$ cat src/rtl/core/pulse_beat_detector_unit_defines.svh
// Assertion macros for the pulse beat detector RTL, included by pbd_track.
`ifndef PULSE_BEAT_DETECTOR_UNIT_DEFINES_SVH
`define PULSE_BEAT_DETECTOR_UNIT_DEFINES_SVH

// Check a condition at every clock edge outside reset.
`define PBD_ASSERT_ALWAYS(label, cond, msg) \
   label: assert property (@(posedge clock) disable iff (reset) (cond)) else $error(msg);

// Check a consequence in the same cycle as its trigger.
`define PBD_ASSERT_IMPLY(label, ante, cons, msg) \
   label: assert property (@(posedge clock) disable iff (reset) (ante) |-> (cons)) \
      else $error(msg);

// Check a consequence in the cycle after its trigger.
`define PBD_ASSERT_NEXT(label, ante, cons, msg) \
   label: assert property (@(posedge clock) disable iff (reset) (ante) |=> (cons)) \
      else $error(msg);

`endif

$ cat src/rtl/core/pbd_pkg.sv
// Types and constants of the pulse beat detector.
`timescale 1ns / 1ps

package pbd_pkg;

   localparam int SLOPE_W    = 16;
   localparam int INDEX_W    = 16;
   localparam int LEVEL_W    = 24;
   localparam int FLOOR_W    = 15;
   localparam int COEFF_W    = 8;
   localparam int TOTAL_W    = 7;
   localparam int CSR_IDX_W  = 3;
   localparam int CSR_DATA_W = 16;

   // Register indexes of the configuration port
   typedef enum logic [CSR_IDX_W-1:0] {
      CSR_LEVEL_FLOOR   = 3'd0,
      CSR_RISE_COEFF    = 3'd1,
      CSR_FALL_COEFF    = 3'd2,
      CSR_PEAK_POSITION = 3'd3,
      CSR_SILENCE_LIMIT = 3'd4
   } csr_index_type;

   // Reset values
   localparam logic [FLOOR_W-1:0] LEVEL_FLOOR_RST   = 15'd4;
   localparam logic [COEFF_W-1:0] RISE_COEFF_RST    = 8'd179;
   localparam logic [COEFF_W-1:0] FALL_COEFF_RST    = 8'd141;
   localparam logic [INDEX_W-1:0] PEAK_POSITION_RST = 16'd0;
   localparam logic [INDEX_W-1:0] SILENCE_LIMIT_RST = 16'd200;
   localparam logic [INDEX_W-1:0] LOCKOUT_RST       = 16'd50;
   localparam logic [TOTAL_W-1:0] TOTAL_MAX         = 7'd127;

   typedef struct packed {
      logic [FLOOR_W-1:0] level_floor;
      logic [COEFF_W-1:0] rise_coeff;
      logic [COEFF_W-1:0] fall_coeff;
      logic [INDEX_W-1:0] peak_position;
      logic [INDEX_W-1:0] silence_limit;
   } cfg_type;

   typedef struct packed {
      logic                      beat;
      logic signed [INDEX_W-1:0] beat_position;
      logic [TOTAL_W-1:0]        beat_total;
      logic [FLOOR_W-1:0]        threshold;
      logic [FLOOR_W-1:0]        largest_peak;
   } result_type;

endpackage

$ cat src/rtl/core/pbd_if.sv
// Handshake channels of the pulse beat detector: sample words in, result words out.
`timescale 1ns / 1ps

interface pbd_req_if import pbd_pkg::*; ();
   logic                      valid;
   logic                      ready;
   logic signed [SLOPE_W-1:0] slope;
   logic [INDEX_W-1:0]        sample_index;

   modport source (output valid, slope, sample_index, input ready);
   modport sink   (input valid, slope, sample_index, output ready);
endinterface

interface pbd_rsp_if import pbd_pkg::*; ();
   logic                      valid;
   logic                      ready;
   logic                      beat;
   logic signed [INDEX_W-1:0] beat_position;
   logic [TOTAL_W-1:0]        beat_total;
   logic [FLOOR_W-1:0]        threshold;
   logic [FLOOR_W-1:0]        largest_peak;

   modport source (output valid, beat, beat_position, beat_total, threshold, largest_peak,
                   input ready);
   modport sink   (input valid, beat, beat_position, beat_total, threshold, largest_peak,
                   output ready);
endinterface

$ cat src/rtl/core/pbd_csr.sv
// Configuration registers of the pulse beat detector.
`timescale 1ns / 1ps

module pbd_csr import pbd_pkg::*; (
   input  logic                  clock,
   input  logic                  reset,
   input  logic                  csr_we,
   input  logic [CSR_IDX_W-1:0]  csr_index,
   input  logic [CSR_DATA_W-1:0] csr_wdata,
   output cfg_type               cfg
);

   cfg_type cfg_ff;

   // Load the addressed register, drop writes to unknown indexes
   always_ff @(posedge clock) begin
      if (reset) begin
         cfg_ff.level_floor   <= LEVEL_FLOOR_RST;
         cfg_ff.rise_coeff    <= RISE_COEFF_RST;
         cfg_ff.fall_coeff    <= FALL_COEFF_RST;
         cfg_ff.peak_position <= PEAK_POSITION_RST;
         cfg_ff.silence_limit <= SILENCE_LIMIT_RST;
      end else if (csr_we) begin
         case (csr_index_type'(csr_index))
            CSR_LEVEL_FLOOR:   cfg_ff.level_floor   <= csr_wdata[FLOOR_W-1:0];
            CSR_RISE_COEFF:    cfg_ff.rise_coeff    <= csr_wdata[COEFF_W-1:0];
            CSR_FALL_COEFF:    cfg_ff.fall_coeff    <= csr_wdata[COEFF_W-1:0];
            CSR_PEAK_POSITION: cfg_ff.peak_position <= csr_wdata[INDEX_W-1:0];
            CSR_SILENCE_LIMIT: cfg_ff.silence_limit <= csr_wdata[INDEX_W-1:0];
            default: ;
         endcase
      end
   end

   assign cfg = cfg_ff;

endmodule

$ cat src/rtl/core/pbd_store.sv
// Beat position store: one synchronous write port.
`timescale 1ns / 1ps

module pbd_store import pbd_pkg::*; #(
   parameter  int BEAT_SLOTS = 64,
   localparam int ADDR_W     = $clog2(BEAT_SLOTS)
) (
   input  logic               clock,
   input  logic               wr_en,
   input  logic [ADDR_W-1:0]  wr_addr,
   input  logic [INDEX_W-1:0] wr_data
);

   logic [INDEX_W-1:0] mem [BEAT_SLOTS];

   // Write one beat position a cycle
   always_ff @(posedge clock) begin
      if (wr_en) begin
         mem[wr_addr] <= wr_data;
      end
   end

endmodule

$ cat src/rtl/core/pbd_track.sv
// Detector state and per-sample arm, peak and beat decisions.
`timescale 1ns / 1ps
`include "pulse_beat_detector_unit_defines.svh"

module pbd_track import pbd_pkg::*; #(
   parameter  int BEAT_SLOTS = 64,
   localparam int CNT_W      = $clog2(BEAT_SLOTS + 1),
   localparam int ADDR_W     = $clog2(BEAT_SLOTS)
) (
   input  logic                      clock,
   input  logic                      reset,
   input  logic                      step,
   input  logic signed [SLOPE_W-1:0] slope,
   input  logic [INDEX_W-1:0]        sample_index,
   input  cfg_type                   cfg,
   output result_type                result,
   output logic                      store_we,
   output logic [ADDR_W-1:0]         store_addr,
   output logic [INDEX_W-1:0]        store_data
);

   logic [LEVEL_W-1:0]        level_ff, level_in;
   logic signed [SLOPE_W-1:0] run_peak_ff, run_peak_in;
   logic [INDEX_W-1:0]        run_idx_ff, run_idx_in;
   logic signed [SLOPE_W-1:0] top_peak_ff, top_peak_in;
   logic                      armed_ff, armed_in;
   logic signed [INDEX_W-1:0] quiet_ff, quiet_in;
   logic signed [INDEX_W-1:0] lockout_ff, lockout_in;
   logic signed [INDEX_W-1:0] last_ff, last_in;
   logic signed [INDEX_W-1:0] prior_ff, prior_in;
   logic [INDEX_W-1:0]        idle_ff, idle_in;
   logic [CNT_W-1:0]          count_ff, count_in;

   logic [LEVEL_W-1:0]        floor_q8;
   logic [INDEX_W-1:0]        idle_inc;
   logic [LEVEL_W-1:0]        level_base;
   logic signed [INDEX_W:0]   pos;
   logic signed [INDEX_W:0]   gate_lim;
   logic                      gate;
   logic signed [LEVEL_W:0]   slope_q8;
   logic signed [LEVEL_W:0]   level_cmp;
   logic                      above, below;
   logic                      active, new_peak, beat;
   logic [INDEX_W-1:0]        rec;
   logic signed [INDEX_W:0]   diff;
   logic signed [INDEX_W:0]   diff_adj;
   logic signed [INDEX_W:0]   half;
   logic [COEFF_W-1:0]        coeff;
   logic [LEVEL_W-1:0]        prod;
   logic                      store_free;
   logic [31:0]               total_wide;

   // Age the silence counter and fall back to the floor after a long gap
   assign floor_q8   = {1'b0, cfg.level_floor, 8'd0};
   assign idle_inc   = (idle_ff != '1) ? idle_ff + 16'd1 : idle_ff;
   assign level_base = (idle_inc > cfg.silence_limit) ? floor_q8 : level_ff;

   // Lockout gate on the signed sample position
   assign pos      = $signed({1'b0, sample_index}) - 17'sd1;
   assign gate_lim = {quiet_ff[INDEX_W-1], quiet_ff} + {lockout_ff[INDEX_W-1], lockout_ff};
   assign gate     = pos > gate_lim;

   // Compare slope against the Q.8 threshold
   assign slope_q8  = {slope[SLOPE_W-1], slope, 8'd0};
   assign level_cmp = $signed({1'b0, level_base});
   assign above     = slope_q8 > level_cmp;
   assign below     = slope_q8 < level_cmp;

   assign active   = (armed_ff | (above & gate)) & gate;
   assign new_peak = active & (slope > run_peak_ff);
   assign beat     = active & ~new_peak & below;

   // Beat bookkeeping: recorded position, half interval, next threshold
   assign rec      = run_idx_ff - 16'd1;
   assign diff     = {rec[INDEX_W-1], rec} - {last_ff[INDEX_W-1], last_ff};
   assign diff_adj = diff + $signed({{INDEX_W{1'b0}}, diff[INDEX_W]});
   assign half     = diff_adj >>> 1;
   assign coeff    = (sample_index < cfg.peak_position) ? cfg.rise_coeff : cfg.fall_coeff;
   assign prod     = {8'd0, $unsigned(run_peak_ff)} * {16'd0, coeff};

   assign store_free = count_ff < CNT_W'(BEAT_SLOTS);

   // Next state
   always_comb begin
      level_in    = level_base;
      run_peak_in = run_peak_ff;
      run_idx_in  = run_idx_ff;
      top_peak_in = top_peak_ff;
      armed_in    = armed_ff | (above & gate);
      quiet_in    = quiet_ff;
      lockout_in  = lockout_ff;
      last_in     = last_ff;
      prior_in    = prior_ff;
      idle_in     = idle_inc;
      count_in    = count_ff;
      if (new_peak) begin
         run_peak_in = slope;
         run_idx_in  = pos[INDEX_W-1:0];
      end else if (beat) begin
         if (run_peak_ff > top_peak_ff) begin
            top_peak_in = run_peak_ff;
         end
         prior_in   = last_ff;
         last_in    = $signed(rec);
         quiet_in   = $signed(rec);
         lockout_in = half[INDEX_W-1:0];
         level_in   = (prod < floor_q8) ? floor_q8 : prod;
         if (store_free) begin
            count_in = count_ff + CNT_W'(1);
         end
         run_peak_in = '0;
         idle_in     = '0;
         armed_in    = 1'b0;
      end
   end

   // Hold state between accepted sample words
   always_ff @(posedge clock) begin
      if (reset) begin
         level_ff    <= {1'b0, LEVEL_FLOOR_RST, 8'd0};
         run_peak_ff <= '0;
         run_idx_ff  <= '0;
         top_peak_ff <= '0;
         armed_ff    <= 1'b0;
         quiet_ff    <= '0;
         lockout_ff  <= $signed(LOCKOUT_RST);
         last_ff     <= '0;
         prior_ff    <= '0;
         idle_ff     <= '0;
         count_ff    <= '0;
      end else if (step) begin
         level_ff    <= level_in;
         run_peak_ff <= run_peak_in;
         run_idx_ff  <= run_idx_in;
         top_peak_ff <= top_peak_in;
         armed_ff    <= armed_in;
         quiet_ff    <= quiet_in;
         lockout_ff  <= lockout_in;
         last_ff     <= last_in;
         prior_ff    <= prior_in;
         idle_ff     <= idle_in;
         count_ff    <= count_in;
      end
   end

   // Store write for a beat while room is left
   assign store_we   = step & beat & store_free;
   assign store_addr = count_ff[ADDR_W-1:0];
   assign store_data = rec;

   // Result word
   assign total_wide           = 32'(count_in);
   assign result.beat          = beat;
   assign result.beat_position = beat ? $signed(rec) : '0;
   assign result.beat_total    = (total_wide > 32'(TOTAL_MAX)) ? TOTAL_MAX
                                                               : total_wide[TOTAL_W-1:0];
   assign result.threshold     = level_in[LEVEL_W-2:8];
   assign result.largest_peak  = top_peak_in[FLOOR_W-1:0];

   `PBD_ASSERT_ALWAYS(count_bounded_a, count_ff <= CNT_W'(BEAT_SLOTS), "beat count past store size")
   `PBD_ASSERT_NEXT(beat_clears_a, step && result.beat, !armed_ff && run_peak_ff == 16'sd0 && idle_ff == 16'd0, "beat did not clear tracking state")
   `PBD_ASSERT_IMPLY(store_on_beat_a, store_we, step && result.beat, "store write without a beat")

endmodule

$ cat src/rtl/core/pulse_beat_detector_unit.sv
// Top level of the pulse beat detector: channels, configuration and result register.
//
// Usage:
//   req_chan carries one slope sample and its sample index per word; rsp_chan
//   returns exactly one result word per sample (beat flag, beat position,
//   stored beat total, current threshold and largest peak).
//   csr_we/csr_index/csr_wdata write one configuration register per cycle;
//   write only while no sample word is in flight.
// Timing and throughput:
//   A result word appears in the cycle after its sample word is taken. One
//   sample word is taken per cycle outside a stall; the detector state
//   updates in one pass per word and beat positions go to a one-port store.
// Reset (synchronous, active high):
//   Clears the detector state, loads the register defaults and empties the
//   result register. The beat store contents stay undefined until written.
// Stall:
//   While a result word waits with rsp_chan.ready low, req_chan.ready drops;
//   the input side opens again in the cycle the result word is taken.
`timescale 1ns / 1ps

module pulse_beat_detector_unit import pbd_pkg::*; #(
   parameter int BEAT_SLOTS = 64
) (
   input  logic                  clock,
   input  logic                  reset,
   pbd_req_if.sink               req_chan,
   pbd_rsp_if.source             rsp_chan,
   input  logic                  csr_we,
   input  logic [CSR_IDX_W-1:0]  csr_index,
   input  logic [CSR_DATA_W-1:0] csr_wdata
);

   localparam int ADDR_W = $clog2(BEAT_SLOTS);

   cfg_type            cfg;
   result_type         result;
   result_type         rsp_word_ff;
   logic               rsp_valid_ff;
   logic               step;
   logic               store_we;
   logic [ADDR_W-1:0]  store_addr;
   logic [INDEX_W-1:0] store_data;

   pbd_csr u_csr (
      .clock     (clock),
      .reset     (reset),
      .csr_we    (csr_we),
      .csr_index (csr_index),
      .csr_wdata (csr_wdata),
      .cfg       (cfg)
   );

   pbd_track #(.BEAT_SLOTS(BEAT_SLOTS)) u_track (
      .clock        (clock),
      .reset        (reset),
      .step         (step),
      .slope        (req_chan.slope),
      .sample_index (req_chan.sample_index),
      .cfg          (cfg),
      .result       (result),
      .store_we     (store_we),
      .store_addr   (store_addr),
      .store_data   (store_data)
   );

   pbd_store #(.BEAT_SLOTS(BEAT_SLOTS)) u_store (
      .clock   (clock),
      .wr_en   (store_we),
      .wr_addr (store_addr),
      .wr_data (store_data)
   );

   // Take a sample word whenever the result register is empty or draining
   assign req_chan.ready = ~rsp_valid_ff | rsp_chan.ready;
   assign step           = req_chan.valid & req_chan.ready;

   // Hold the result word until taken
   always_ff @(posedge clock) begin
      if (reset) begin
         rsp_valid_ff <= 1'b0;
      end else if (step) begin
         rsp_valid_ff <= 1'b1;
      end else if (rsp_chan.ready) begin
         rsp_valid_ff <= 1'b0;
      end
   end

   always_ff @(posedge clock) begin
      if (step) begin
         rsp_word_ff <= result;
      end
   end

   assign rsp_chan.valid         = rsp_valid_ff;
   assign rsp_chan.beat          = rsp_word_ff.beat;
   assign rsp_chan.beat_position = rsp_word_ff.beat_position;
   assign rsp_chan.beat_total    = rsp_word_ff.beat_total;
   assign rsp_chan.threshold     = rsp_word_ff.threshold;
   assign rsp_chan.largest_peak  = rsp_word_ff.largest_peak;

endmodule

$ cat src/flat_wrapper.sv
// flat-port wrapper written by rule: the top's interface ports become plain ports
module pulse_beat_detector_unit_flat import pbd_pkg::*;
#(
   parameter int BEAT_SLOTS = 64
)
  (clock, reset, csr_we, csr_index, csr_wdata, req_chan_valid, req_chan_slope, req_chan_sample_index, req_chan_ready, rsp_chan_valid, rsp_chan_beat, rsp_chan_beat_position, rsp_chan_beat_total, rsp_chan_threshold, rsp_chan_largest_peak, rsp_chan_ready);
  pbd_req_if req_chan_i ();
  pbd_rsp_if rsp_chan_i ();
  input  logic clock;
  input  logic reset;
  input  logic csr_we;
  input  logic [CSR_IDX_W-1:0] csr_index;
  input  logic [CSR_DATA_W-1:0] csr_wdata;
  input wire logic [$bits(req_chan_i.valid)-1:0] req_chan_valid;
  input wire logic [$bits(req_chan_i.slope)-1:0] req_chan_slope;
  input wire logic [$bits(req_chan_i.sample_index)-1:0] req_chan_sample_index;
  output wire logic [$bits(req_chan_i.ready)-1:0] req_chan_ready;
  output wire logic [$bits(rsp_chan_i.valid)-1:0] rsp_chan_valid;
  output wire logic [$bits(rsp_chan_i.beat)-1:0] rsp_chan_beat;
  output wire logic [$bits(rsp_chan_i.beat_position)-1:0] rsp_chan_beat_position;
  output wire logic [$bits(rsp_chan_i.beat_total)-1:0] rsp_chan_beat_total;
  output wire logic [$bits(rsp_chan_i.threshold)-1:0] rsp_chan_threshold;
  output wire logic [$bits(rsp_chan_i.largest_peak)-1:0] rsp_chan_largest_peak;
  input wire logic [$bits(rsp_chan_i.ready)-1:0] rsp_chan_ready;
  assign req_chan_i.valid = req_chan_valid;
  assign req_chan_i.slope = req_chan_slope;
  assign req_chan_i.sample_index = req_chan_sample_index;
  assign req_chan_ready = req_chan_i.ready;
  assign rsp_chan_valid = rsp_chan_i.valid;
  assign rsp_chan_beat = rsp_chan_i.beat;
  assign rsp_chan_beat_position = rsp_chan_i.beat_position;
  assign rsp_chan_beat_total = rsp_chan_i.beat_total;
  assign rsp_chan_threshold = rsp_chan_i.threshold;
  assign rsp_chan_largest_peak = rsp_chan_i.largest_peak;
  assign rsp_chan_i.ready = rsp_chan_ready;
  pulse_beat_detector_unit #(.BEAT_SLOTS(BEAT_SLOTS)) u_core (.clock(clock), .reset(reset), .req_chan(req_chan_i), .rsp_chan(rsp_chan_i), .csr_we(csr_we), .csr_index(csr_index), .csr_wdata(csr_wdata));
endmodule
$ cat config.mk
export PLATFORM = sky130hd
export DESIGN_NAME = pulse_beat_detector_unit_flat
export DESIGN_NICKNAME = d
export VERILOG_FILES = /design/src/rtl/core/pbd_pkg.sv /design/src/rtl/core/pbd_if.sv /design/src/rtl/core/pbd_csr.sv /design/src/rtl/core/pbd_store.sv /design/src/rtl/core/pbd_track.sv /design/src/rtl/core/pulse_beat_detector_unit.sv /design/src/flat_wrapper.sv
export VERILOG_INCLUDE_DIRS = /design/src /design/src/rtl/core
export SDC_FILE = /design/constraint.sdc
export NUM_CORES = 1
export LEC_CHECK = 0
export BUFFER_PORTS_ARGS = -buffer_cell sky130_fd_sc_hd__buf_2
export CORE_MARGIN = 2
export CORE_UTILIZATION = 52
export DETAILED_ROUTE_END_ITERATION = 12
export GPL_ROUTABILITY_DRIVEN = 0
export PLACE_DENSITY = 0.75
export SETUP_SLACK_MARGIN = 0.3
export SKIP_LAST_GASP = 1
export SYNTH_ARGS = -nofsm -noshare
export SYNTH_HDL_FRONTEND = slang
export SYNTH_SLANG_ARGS = --single-unit
$ cat constraint.sdc
create_clock -name clock -period 10.3 [get_ports clock]
set_input_delay 1.545 -clock clock [delete_from_list [all_inputs] [get_ports clock]]
set_output_delay 1.545 -clock clock [all_outputs]
set_load 0.02 [all_outputs]
After elaboration in Yosys (flattened, before gate mapping)
Index checks and enable logic that the tools add are counted.
{"block": "totals", "regBits": 246, "latchBits": 0, "mem_bits_rw": 0, "rom_bits": 0, "output_inout_bits": 56, "mem_count": 0}
{"block": "op_classes", "add_sub_neg": 7, "multipliers": 1, "div": 0, "magnitude_cmp": 10, "eq_ne": 5, "n_shift": 0, "muxes": 20, "n_bitwise": 10, "n_reduce_logical": 12}
{"operator": "$mux W24", "count": 4}
{"operator": "$mux W16", "count": 5}
{"operator": "$gt A16 B16 Y1", "count": 3}
{"operator": "$mux W15", "count": 3}
{"operator": "$gt A24 B25 Y1", "count": 1}
{"operator": "$lt A24 B25 Y1", "count": 1}
{"operator": "$lt A24 B23 Y1", "count": 1}
{"operator": "$mul A16 B8 Y24", "count": 1}
{"operator": "$mux W7", "count": 3}
{"operator": "$add A16 B16 Y17", "count": 1}
{"operator": "$add A17 B2 Y17", "count": 1}
{"operator": "$gt A17 B17 Y1", "count": 1}
{"operator": "$sub A16 B1 Y17 const B", "count": 1}
{"operator": "$sub A16 B16 Y17", "count": 1}
{"operator": "$add A16 B1 Y16 const B", "count": 1}
{"operator": "$lt A16 B16 Y1", "count": 1}
{"operator": "$ne A16 B16 Y1 const B", "count": 1}
{"operator": "$sub A16 B1 Y16 const B", "count": 1}
{"operator": "$reduce_and A2 Y1", "count": 7}
{"operator": "$mux W8", "count": 1}
{"operator": "$add A7 B1 Y7 const B", "count": 1}
{"operator": "$gt A7 B7 Y1 const B", "count": 1}
{"operator": "$lt A7 B7 Y1 const B", "count": 1}
{"operator": "$and A1 B1 Y1", "count": 6}
{"operator": "10 further kinds", "count": 17}

Depth between registers and ports, before layout
{"block": "depth", "ltp_word": 15, "mapped_depth": 41, "mapped_depth_nobuf": 38}

By module
From an unflattened synthesis, not the netlist that was laid out.
{"block": "unflattened", "cells_unflattened": 2224, "area_unflattened_um2": 19321.0}
{"module": "pbd_track", "instances": 1, "cells_per_inst": 1928, "area_each_um2": 15092.0, "seq_area_each_um2": 2562.5}
{"module": "pbd_csr", "instances": 1, "cells_per_inst": 237, "area_each_um2": 2552.4, "seq_area_each_um2": 1261.2}
{"module": "pulse_beat_detector_unit", "instances": 1, "cells_per_inst": 59, "area_each_um2": 1676.6, "seq_area_each_um2": 1641.6}

Worst setup path after synthesis
OpenSTA, ideal clock, no wires.
{"block": "synth_path", "path_kind": "in2reg", "startpoint": "input port req_chan_sample_index[1]", "endpoint": "register u_core.rsp_word_ff, in the netlist u_core.rsp_chan.threshold[4], data pin", "setup_ps": 254, "arrival_ps": 9369, "required_time_ps": 10046, "slack_ps": 677, "cell_stages": 36, "cell_sequence": "ha_1 > a21o_1 > a21o_1 > a211o_1 > a21oi_1 > o21ai_1 > a21oi_1 > o21ai_2 > mux2i_1 > buf_2 > nor2_1 > fa_1 > fa_1 > fa_1 > inv_1 > fa_1 > inv_1 > ha_1 > a2111oi_4 > o21ai_2 > a2111oi_2 > nor3_1 > o31a_1 > a21o_1 > a21oi_1 > xnor2_1 > ha_1 > a21oi_1 > nand2_1 > a211oi_1 > o211ai_1 > a31oi_1 > and2_4 > buf_6 > mux2_2 > o21a_1"}
{"item": "start: declaration", "line_no": "flat_wrapper.sv:16", "rtl": "input wire logic [$bits(req_chan_i.sample_index)-1:0] req_chan_sample_index;"}
{"item": "end signal: assignment", "line_no": "pulse_beat_detector_unit.sv:90", "rtl": "rsp_word_ff <= result;"}
{"item": "end: declaration", "line_no": "pulse_beat_detector_unit.sv:37", "rtl": "result_type rsp_word_ff;"}

==> impl_metrics.env <==
export IMPL_die_width_um=195
export IMPL_worst_flop_to_flop_path_endpoint="u_core.rsp_chan.threshold[5]$_DFFE_PP_"
export IMPL_syn_inst=2214
export IMPL_ys_flop_type="sky130_fd_sc_hd__dfxtp_1"
export IMPL_max_freq_mhz=104
export IMPL_rr_startpoint="u_core.u_csr.cfg[17]$_SDFFE_PP0P_"
export IMPL_cap_violations=0
export IMPL_grt_max_degree=91
export IMPL_synthMuxAreaShare=0.0370
export IMPL_shortest_clock_period_the_worst_path_allows_after_layout_ns=9.61
export IMPL_detail_route_iter0_violations=1406
export IMPL_vias_per_cell=5.81
export IMPL_power_per_cell_area_mw_per_mm2=141
export IMPL_timing_clock_skew_ns=0.0111
export IMPL_cts_tree="done"
export IMPL_timing_worst_slew_pin_value_ns=1.09
export IMPL_worstHoldEndpoint="u_core.u_csr.cfg[22]$_SDFFE_PP0P_"
export IMPL_post_route_ant_nets=0
export IMPL_finish_net_count=2632
export IMPL_portBuffers=111
export IMPL_grt_first_pass_wirelength_um=83000
export IMPL_final_common_cell="sky130_fd_sc_hd__nor2_1"
export IMPL_unrepaired_setup_endpoints_after_global_routing="no"
export IMPL_layout_worst_path_cycle_share=0.933
export IMPL_p_leak_nw=9.25
export IMPL_path_class="input pin to flip-flop"
export IMPL_required_ns=10.61
export IMPL_cts_inserted_buffers=28
export IMPL_sink_count_of_the_clock_tree=246
export IMPL_synthesis_area_per_instance_um2=8.53
export IMPL_count_of_state_elements_after_synthesis=246
export IMPL_routed_via_count=16200
export IMPL_initial_cell_density_of_the_core=0.530
export IMPL_htreeDepth=1
export IMPL_ioPinCount=112
export IMPL_finalHoldViolations=0
export IMPL_core_area_mm2=0.0357
export IMPL_synth_net_count=2548
export IMPL_setup_viol_count_final=0
export IMPL_critPathMostFrequentCell="sky130_fd_sc_hd__fa_1"
export IMPL_routedWlPerCell_um=18.5
export IMPL_reg2regPathDepth=37
export IMPL_initial_antenna_violation_count=1
export IMPL_syn_area_mm2=0.0189
export IMPL_die_h_um=195
export IMPL_layout_common_cells="sky130_fd_sc_hd__nor2_1, sky130_fd_sc_hd__inv_1, sky130_fd_sc_hd__nand2_1"
export IMPL_worst_path_max_fanout=8
export IMPL_fin_hold_ws_ns=0.456
export IMPL_gr_usage_all_layers=0.271
export IMPL_timing_critical_path_slowest_stage_cell="sky130_fd_sc_hd__fa_1"
export IMPL_ys_seq_area_frac=0.289
export IMPL_dominant_combinational_cell_family_by_area_after_synthesis="adder cells"
export IMPL_grt_pass1_vias=16000
export IMPL_final_core_utilization=0.588
export IMPL_compound_gate_portion_of_the_synthesized_area=0.145
export IMPL_start_kind="input pin"
export IMPL_totalNegativeSetupSlack_ns=0
export IMPL_dr_pass1_iters=6
export IMPL_synth_yosys_warnings=0
export IMPL_drv_slew=0
export IMPL_clk_latency_ns=0.57
export IMPL_synth_simple_area_share=0.193
export IMPL_post_synth_fa_ha_maj_area_fraction=0.218
export IMPL_whs_path_cells=2
export IMPL_detailed_place_hpwl_um=38900
export IMPL_route_detailed_drc=0
export IMPL_reg2reg_slack_ns=1.43
export IMPL_synth_edff_count=54
export IMPL_postSynth_asyncResetShare=0
export IMPL_crit_path_end_kind="flip-flop"
export IMPL_design_die_area_mm2=0.0379
export IMPL_area_growth_syn_to_layout_pct=10.9
export IMPL_grt_remaining_overflow=0
export IMPL_peakVddDrop_mv=0.143
export IMPL_outcome="finished, final reports clean"
export IMPL_clkSlewWorstSetupHoldPaths_ns=0.06
export IMPL_hold_path_class="flip-flop to flip-flop"
export IMPL_synthDistinctLibCells=90
export IMPL_clk_path_buf_depth=3
export IMPL_maxSlewHeadroom=0.272
export IMPL_totalWireLength_um=51400
export IMPL_share_of_layout_cells_above_drive_strength_1=0.109
export IMPL_worst_hold_startpoint="u_core.u_csr.cfg[22]$_SDFFE_PP0P_"
export IMPL_synth_xor_xnor_area_share=0.0482
export IMPL_ctsRootBufferMaster="sky130_fd_sc_hd__clkbuf_16"
export IMPL_critPathArrivalTime_ns=9.92
export IMPL_worst_path_largest_cell_delay_ns=0.54
export IMPL_placementRows=69
-- metal layers --
metal,GRT usage,wire [µm]
met5,0,0
met3,0.0508,4060
met1,0.363,22000
met4,0.0915,1820
met2,0.442,23500
-- report_power, final --
group | internal, mW | total [mW] | switching [mW]
registers | 1.01 | 1.03 | 0.0216
logic | 0.316 | 0.824 | 0.509
clock network | 0.666 | 1.09 | 0.422
-- how the worst max path moves through the flow --
stage,start,to,slack [ns],cells after the start
global placement,req_chan_sample_index[1],u_core.rsp_chan.threshold[5]$_DFFE_PP_,0.21,37
finish,req_chan_sample_index[1],u_core.rsp_chan.threshold[5]$_DFFE_PP_,0.69,37
detailed placement,req_chan_sample_index[1],u_core.u_track.level_ff[17]$_SDFFE_PP0P_,-0.01,38
global route,req_chan_sample_index[1],u_core.u_track.level_ff[14]$_SDFFE_PP0P_,0.31,38
CTS,req_chan_sample_index[1],u_core.rsp_chan.threshold[5]$_DFFE_PP_,0.56,37
floorplan,req_chan_sample_index[1],u_core.rsp_chan.threshold[4]$_DFFE_PP_,0.68,36
-- synth_stat cells, drive strengths merged (7+ instances only) --
master	n	area (µm²)
a211oi	31	238
clkinv	12	45.0
xor2	52	455
o21ai	72	368
dfxtp	192	3840
fa	86	1720
a21o	23	173
nand3b	10	75.1
a21oi	155	783
buf	28	161
ha	192	2400
xnor2	52	455
clkbuf	54	203
o31ai	11	101
nand4	21	146
edfxtp	54	1620
nor4	23	156
a22oi	16	120
mux2i	62	621
o21a	23	188
or2	23	144
and2	15	96.3
nand2	205	774
and3	18	113
nand2b	38	238
nand3	81	405
nor3	32	165
inv	237	890
o211ai	20	155
nor2	264	993
mux2	7	78.8
or3	10	72.6
a211o	7	61.3
nor2b	18	113
-- through the flow --
step	setup WS, ns	cell area [µm²]	cells	power, mW
after CTS	0.558	20900	2778	2.94
after global placement	0.208	19900	2726	1.84
after global routing	0.310	21000	2782	3.08
after detailed placement	-0.0146	19900	2726	1.85
final	0.691	21000	2782	2.95
after floorplan	0.677	18900	2214	1.65
-- cells by family after synthesis --
family / count (synthesis)
xor gates and xnor gates: 104
adders and majority gates: 278
and+or+nand+nor: 776
buffers and inverters: 331
muxes: 69
AOI/OAI and AO/OA: 410
DFF: 246
-- critical path, delay by kind of cell --
family | cells | cell delay, ns
AND/OR/NAND/NOR | 4 | 0.59
multiplexers | 2 | 0.54
buffers and inverters | 5 | 0.48
AO/OA/AOI/OAI | 18 | 3.76
XOR/XNOR | 1 | 0.11
adder cells (fa/ha/maj) | 7 | 2.88
-- state kept, by name, summed over array words and instances, names as in the netlist --
signal,count
u_core.u_track.top_peak_ff,16
u_core.u_track.armed_ff,1
u_core.u_track.lockout_ff,16
u_core.rsp_chan.beat_position,16
u_core.rsp_chan.largest_peak,15
u_core.u_track.last_ff,16
u_core.u_track.idle_ff,16
u_core.u_csr.cfg,63
u_core.u_track.count_ff,7
u_core.rsp_chan.beat,1
u_core.u_track.level_ff,24
u_core.rsp_chan.threshold,15
u_core.u_track.run_peak_ff,16
u_core.rsp_chan.beat_total,7
u_core.u_track.run_idx_ff,16
u_core.rsp_chan.valid,1
-- cell type report --
| class | count | area (µm²) |
|---|---|---|
| multi-input cells | 1637 | 12200 |
| inverters | 249 | 936 |
| diodes | 1 | 2.50 |
| flip-flops and latches | 246 | 5470 |
| clock buffers | 42 | 877 |
| repair buffers | 136 | 762 |
| fillers | 3097 | 14700 |
| well taps | 461 | 577 |
| clock inverters | 10 | 148 |
-- repair_timing --
action | 4_1_cts | 5_1_grt
hold buffers | 0 | 0
gates resized for setup | 0 | 9
setup endpoints to repair | 0 | 28
buffers inserted | 0 | 3
(Power assumes the default switching activity.)
